## config.mk

```make
export PLATFORM = sky130hd
export DESIGN_NAME = hpm_ctrl
export DESIGN_NICKNAME = d
export VERILOG_FILES = /design/src/rtl/hpm_pkg.sv /design/src/rtl/hpm_ctrl.sv
export VERILOG_INCLUDE_DIRS = /design/src /design/src/rtl
export SDC_FILE = /design/constraint.sdc
export NUM_CORES = 1
export LEC_CHECK = 0
export CORE_MARGIN = 3
export CORE_UTILIZATION = 35
export CTS_CLUSTER_SIZE = 20
export DETAILED_ROUTE_END_ITERATION = 7
export DONT_BUFFER_PORTS = 1
export GPL_ROUTABILITY_DRIVEN = 0
export SYNTH_ARGS = -nofsm -noshare
export SYNTH_HDL_FRONTEND = slang
export SYNTH_SLANG_ARGS = --single-unit
```

## constraint.sdc

```tcl
create_clock -name clk_i -period 2.4 [get_ports clk_i]
set_clock_uncertainty 0.05 [all_clocks]
set_input_delay 0.12 -clock clk_i [delete_from_list [all_inputs] [get_ports clk_i]]
set_output_delay 0.12 -clock clk_i [all_outputs]
set_load 0.005 [all_outputs]
```

## src/rtl/assert_macros.svh

```systemverilog
// ----------------------------------------------------------------------------
// Assertion macros
// Shared concurrent assertion macros for the hash map RTL.
// ----------------------------------------------------------------------------
`ifndef ASSERT_MACROS_SVH
`define ASSERT_MACROS_SVH
`ifndef NO_ASSERTIONS
`define HPM_ASSERT(label, clk, rst_n, prop, msg) \
  label: assert property (@(posedge clk) disable iff (!rst_n) prop) else $error(msg);
`define HPM_ASSERT_ALWAYS(label, clk, prop, msg) \
  label: assert property (@(posedge clk) prop) else $error(msg);
`else
`define HPM_ASSERT(label, clk, rst_n, prop, msg)
`define HPM_ASSERT_ALWAYS(label, clk, prop, msg)
`endif
`endif

```

## src/rtl/hpm_pkg.sv

```systemverilog
// ----------------------------------------------------------------------------
// Hash map package
// Widths, codes and the controller to datapath signal groups.
// ----------------------------------------------------------------------------
package hpm_pkg;

  localparam int unsigned CAPACITY = 1024;
  localparam int unsigned ADDR_W   = $clog2(CAPACITY);
  localparam int unsigned CNT_W    = $clog2(CAPACITY + 1);
  localparam int unsigned CMD_W    = 3;
  localparam int unsigned KEY_W    = 31;
  localparam int unsigned VAL_W    = 32;
  localparam int unsigned POS_W    = 10;
  localparam int unsigned ST_W     = 2;
  localparam int unsigned TOTAL_W  = 11;
  localparam int unsigned SLOT_W   = 1 + KEY_W + VAL_W;

  typedef enum logic [CMD_W-1:0] {
    CMD_PUT    = 3'd0,
    CMD_GET    = 3'd1,
    CMD_REMOVE = 3'd2,
    CMD_READ   = 3'd3,
    CMD_CLEAR  = 3'd4
  } cmd_e;

  typedef enum logic [ST_W-1:0] {
    ST_OK        = 2'd0,
    ST_NOT_FOUND = 2'd1,
    ST_FULL      = 2'd2,
    ST_BEYOND    = 2'd3
  } status_e;

  typedef enum logic [3:0] {
    S_INIT,
    S_IDLE,
    S_ISSUE,
    S_PROBE,
    S_LSCAN,
    S_LMOVE,
    S_LREAD,
    S_CLEAR,
    S_RESP
  } state_e;

  typedef enum logic [1:0] {
    LR_POS,
    LR_CNT,
    LR_LAST
  } list_rsel_e;

  typedef struct packed {
    logic       in_ready;
    logic       cnt_clr;
    logic       cnt_inc;
    logic       slot_rd;
    logic       slot_wr;
    logic       slot_fill;
    logic       slot_sweep;
    logic       list_rd;
    list_rsel_e list_rsel;
    logic       list_wr;
    logic       list_app;
    logic       count_inc;
    logic       count_dec;
    logic       count_clr;
    logic       set_status;
    status_e    status;
    logic       ld_value;
    logic       ld_key;
    logic       out_ld;
  } hpm_ctrl_t;

  typedef struct packed {
    logic [CMD_W-1:0] cmd;
    logic             in_fire;
    logic             occ;
    logic             key_hit;
    logic             list_hit;
    logic             cnt_last;
    logic             scan_last;
    logic             count_zero;
    logic             list_full;
    logic             pos_beyond;
    logic             out_free;
  } hpm_stat_t;

endpackage

```

## src/rtl/hpm_ctrl.sv

```systemverilog
// ----------------------------------------------------------------------------
// Hash map controller
// Sequences sweeps, probes, key list scans and the result beat.
// ----------------------------------------------------------------------------
module hpm_ctrl (
  input  logic               clk_i,
  input  logic               rst_ni,
  input  hpm_pkg::hpm_stat_t stat_i,
  output hpm_pkg::hpm_ctrl_t ctrl_o
);
  import hpm_pkg::*;
  `include "assert_macros.svh"

  state_e state_q, state_d;

  always_ff @(posedge clk_i or negedge rst_ni) begin
    if (!rst_ni) begin
      state_q <= S_INIT;
    end else begin
      state_q <= state_d;
    end
  end

  always_comb begin
    state_d = state_q;
    unique case (state_q)
      S_INIT: begin
        if (stat_i.cnt_last) state_d = S_IDLE;
      end
      S_IDLE: begin
        if (stat_i.in_fire) state_d = S_ISSUE;
      end
      S_ISSUE: begin
        case (stat_i.cmd) inside
          CMD_PUT, CMD_GET, CMD_REMOVE: state_d = S_PROBE;
          CMD_READ:  state_d = stat_i.pos_beyond ? S_RESP : S_LREAD;
          CMD_CLEAR: state_d = S_CLEAR;
          default:   state_d = S_RESP;
        endcase
      end
      S_PROBE: begin
        if (!stat_i.occ) begin
          state_d = S_RESP;
        end else if (stat_i.key_hit) begin
          state_d = (stat_i.cmd == CMD_REMOVE && !stat_i.count_zero) ? S_LSCAN : S_RESP;
        end else if (stat_i.cnt_last) begin
          state_d = S_RESP;
        end
      end
      S_LSCAN: begin
        if (stat_i.list_hit) begin
          state_d = S_LMOVE;
        end else if (stat_i.scan_last) begin
          state_d = S_RESP;
        end
      end
      S_LMOVE: state_d = S_RESP;
      S_LREAD: state_d = S_RESP;
      S_CLEAR: begin
        if (stat_i.cnt_last) state_d = S_RESP;
      end
      S_RESP: begin
        if (stat_i.out_free) state_d = S_IDLE;
      end
      default: state_d = S_INIT;
    endcase
  end

  always_comb begin
    ctrl_o = '0;
    unique case (state_q) inside
      S_INIT, S_CLEAR: begin
        ctrl_o.slot_wr    = 1'b1;
        ctrl_o.slot_sweep = 1'b1;
        ctrl_o.cnt_inc    = 1'b1;
      end
      S_IDLE: ctrl_o.in_ready = 1'b1;
      S_ISSUE: begin
        case (stat_i.cmd) inside
          CMD_PUT, CMD_GET, CMD_REMOVE: ctrl_o.slot_rd = 1'b1;
          CMD_READ: begin
            if (stat_i.pos_beyond) begin
              ctrl_o.set_status = 1'b1;
              ctrl_o.status     = ST_BEYOND;
            end else begin
              ctrl_o.list_rd   = 1'b1;
              ctrl_o.list_rsel = LR_POS;
            end
          end
          CMD_CLEAR: ctrl_o.count_clr = 1'b1;
          default: ;
        endcase
      end
      S_PROBE: begin
        if (!stat_i.occ) begin
          if (stat_i.cmd == CMD_PUT) begin
            ctrl_o.slot_wr   = 1'b1;
            ctrl_o.slot_fill = 1'b1;
            if (!stat_i.list_full) begin
              ctrl_o.list_wr   = 1'b1;
              ctrl_o.list_app  = 1'b1;
              ctrl_o.count_inc = 1'b1;
            end
          end else begin
            ctrl_o.set_status = 1'b1;
            ctrl_o.status     = ST_NOT_FOUND;
          end
        end else if (stat_i.key_hit) begin
          case (stat_i.cmd)
            CMD_PUT: begin
              ctrl_o.slot_wr   = 1'b1;
              ctrl_o.slot_fill = 1'b1;
            end
            CMD_GET: ctrl_o.ld_value = 1'b1;
            default: begin
              ctrl_o.slot_wr = 1'b1;
              if (!stat_i.count_zero) begin
                ctrl_o.cnt_clr   = 1'b1;
                ctrl_o.list_rd   = 1'b1;
                ctrl_o.list_rsel = LR_CNT;
              end
            end
          endcase
        end else if (stat_i.cnt_last) begin
          ctrl_o.set_status = 1'b1;
          ctrl_o.status     = (stat_i.cmd == CMD_PUT) ? ST_FULL : ST_NOT_FOUND;
        end else begin
          ctrl_o.cnt_inc = 1'b1;
          ctrl_o.slot_rd = 1'b1;
        end
      end
      S_LSCAN: begin
        if (stat_i.list_hit) begin
          ctrl_o.list_rd   = 1'b1;
          ctrl_o.list_rsel = LR_LAST;
        end else if (!stat_i.scan_last) begin
          ctrl_o.cnt_inc   = 1'b1;
          ctrl_o.list_rd   = 1'b1;
          ctrl_o.list_rsel = LR_CNT;
        end
      end
      S_LMOVE: begin
        ctrl_o.list_wr   = 1'b1;
        ctrl_o.count_dec = 1'b1;
      end
      S_LREAD: ctrl_o.ld_key = 1'b1;
      S_RESP: ctrl_o.out_ld = stat_i.out_free;
      default: ;
    endcase
  end

  `HPM_ASSERT(a_reset_sweep, clk_i, rst_ni, (state_q == S_IDLE && $past(state_q) == S_INIT) |-> $past(stat_i.cnt_last), "Left reset sweep early.")
  `HPM_ASSERT(a_one_beat, clk_i, rst_ni, ctrl_o.out_ld |=> (state_q == S_IDLE), "Result loaded without return to idle.")
  `HPM_ASSERT(a_accept_idle, clk_i, rst_ni, stat_i.in_fire |=> (state_q == S_ISSUE), "Command accepted outside idle.")

endmodule

```

==> results.sh <==
export IMPL_postCtsSetupBuffers=0
export IMPL_gr_total_overflow=0
export IMPL_power_density_nw_per_um2=825
export IMPL_drc=0
export IMPL_r2r_end="state_q[3]"
export IMPL_syn_area_um2=607
export IMPL_ys_seq_elements=4
export IMPL_r2r_cells=4
export IMPL_p_leak_nw=0.243
export IMPL_synth_edf_count=0
export IMPL_layout_commonest_cell="nand2_1"
export IMPL_routedWlPerCell_um=16.7
export IMPL_final_cell_mix="9 x nand2_1, 6 x nor2_1, 5 x nand3_1, 5 x nand2b_1, 5 x a21oi_1"
export IMPL_required_ps=2230
export IMPL_syn_instance_count=85
export IMPL_syn_avg_cell_area_um2=7.14
export IMPL_synth_area_top_cells="dfrtp_1 16%, nor4b_1 5.8%, nand2_1 5.6%"
export IMPL_outcome="completed"
export IMPL_largest_register="state_q"
export IMPL_post_route_min_period_ps=2130
export IMPL_cts_tree="yes"
export IMPL_port_buffers=0
export IMPL_hold_buffers=2
export IMPL_core_area_um2=1580
export IMPL_path_clk_slew_ps=40
export IMPL_fin_crit_sh=0.888
export IMPL_fin_ws_ps=268
export IMPL_hold_depth=2
export IMPL_finalNetCount=103
export IMPL_maxSlewHeadroom=0.531
export IMPL_hp_class="primary input to flop"
export IMPL_reg_top3="state_q x4"
export IMPL_maxSlewViolCount=0
export IMPL_cts_sinks=4
export IMPL_start_kind="flop"
export IMPL_synth_top_flop_cell="dfrtp_1"
export IMPL_grt_pass1_wl_mm=2.61
export IMPL_start_util=0.385
export IMPL_clkLatencyLatePin_ps=250
export IMPL_finalHoldViolCount=0
export IMPL_max_freq_ghz=0.469
export IMPL_fillCellCount=177
export IMPL_root_buffer="clkbuf_4"
export IMPL_post_dp_hpwl_mm=1.32
export IMPL_async_flop_share=1.00
export IMPL_antenna_found_initial=0
export IMPL_grt_pass1_vias=606
export IMPL_worstMarginPinSlew_ps=693
export IMPL_numCtsBuffers=3
export IMPL_rsz0062_at_grt="false"
export IMPL_drive_gt1_frac=0.0930
export IMPL_antenna_cells=0
export IMPL_tns_ps=0
export IMPL_netlist_top_cell_by_area="dfrtp_1"
export IMPL_cap_violations=0
export IMPL_synth_fp_nets=100
export IMPL_htree_levels=1
export IMPL_dieArea_um2=2270
export IMPL_num_rows=14
export IMPL_num_vias=662
export IMPL_ios=36
export IMPL_area_growth_pct=7.22
export IMPL_vias_per_cell=6.49
export IMPL_cts_max_path_buffers=2
export IMPL_r2r_start="state_q[1]"
export IMPL_rrSetupSlack_ps=530
export IMPL_peakVddDrop_uv=238
export IMPL_path_class="flop to output port"
export IMPL_drtPass1Iterations=4
export IMPL_drtAntennaViolNets=0
export IMPL_pre_cts_ws_ps=531
export IMPL_wirelength_mm=1.71
export IMPL_crit_path_end_kind="output port"
export IMPL_initialDrtViolationCount=21
export IMPL_post_cts_resized=0
export IMPL_min_to="state_q[0]"
export IMPL_min_from="stat_i[9]"
export IMPL_die_h_um=47.6
export IMPL_largest_register_ffs=4
export IMPL_crit_fanout=11
export IMPL_ys_seq_area_frac=0.165
export IMPL_die_x_um=47.6
export IMPL_grt_max_degree=13
export IMPL_utilization=0.413
export IMPL_track_usage=0.169
export IMPL_synth_top_cell_area_share=0.165
export IMPL_setup_viol=0
export IMPL_yosysWarnings=0
export IMPL_cp_arrival_ps=1960
export IMPL_ys_types=36
[stage by stage]
| step | std cells | cell area, µm² | total power [mW] | hold slack (ps) |
|---|---|---|---|---|
| global placement | 97 | 608 | 0.441 | -225 |
| floorplan | 85 | 607 | 0.393 | -226 |
| finish | 102 | 651 | 0.537 | 74.4 |
| detailed placement | 97 | 608 | 0.444 | -225 |
| CTS | 102 | 651 | 0.538 | 74.5 |
| global route | 102 | 651 | 0.588 | 95.7 |
[cells in the mapped netlist, types with 2 or more instances]
cell,instances
nand2_1,9
nor2_1,6
a21oi_1,5
nand2b_1,5
nand3_1,5
dfrtp_1,4
nor3_1,4
nor4b_1,4
clkbuf_1,3
inv_1,3
nor3b_1,3
o21ai_0,3
a211o_1,2
and2_1,2
nand3b_1,2
nor2b_1,2
o2111ai_1,2
o31ai_1,2
or2_1,2
[worst max path at each step]
stage | start | end | slack, ps | cells after the start
floorplan | state_q[2] | ctrl_o[18] | 730 | 4
global placement | state_q[1] | ctrl_o[18] | 560 | 4
detailed placement | state_q[1] | ctrl_o[18] | 530 | 4
CTS | state_q[1] | ctrl_o[18] | 270 | 4
global route | state_q[1] | ctrl_o[18] | 160 | 4
finish | state_q[1] | ctrl_o[18] | 270 | 4
[logic make-up (layout without fill, tap and decap cells)]
family	after synthesis	after routing	synth area share
simple gates	53	53	0.544
compound gates	21	21	0.241
buf+inv	7	8	0.0495
flops	4	4	0.165
[per-layer routing]
layer / share of wire / global-route usage / up-vias
met4: 0 / 0.129 / 0
met1: 0.44 / 0.198 / 303
met3: 0.087 / 0.0489 / 0
li1: - / - / 327
met5: 0 / 0 / -
met2: 0.48 / 0.257 / 32
[worst max-delay path, cell delays in order, from the launching register on]
cell,delay [ps]
dfrtp_1,480
or4b_1,620
or3_4,390
o31ai_1,80
or2_1,150
[final cells by class]
cell class / instances / area [µm²] / area share
Clock buffer: 3 / 22.5 / 0.0346
Multi-Input combinational cell: 74 / 477 / 0.733
Timing Repair Buffer: 2 / 20.0 / 0.0308
Tap cell: 16 / 20.0 / 0.0308
Inverter: 3 / 11.3 / 0.0173
Sequential cell: 4 / 100 / 0.154
[power by group]
group          switching, mW  total [mW]  internal [mW]  leakage [nW]
Combinational          0.153       0.282          0.129         0.177
Clock                 0.0330      0.0893         0.0563        0.0138
Sequential            0.0721       0.166         0.0937        0.0527
No activity file was read; power rests on OpenSTA's default activity.
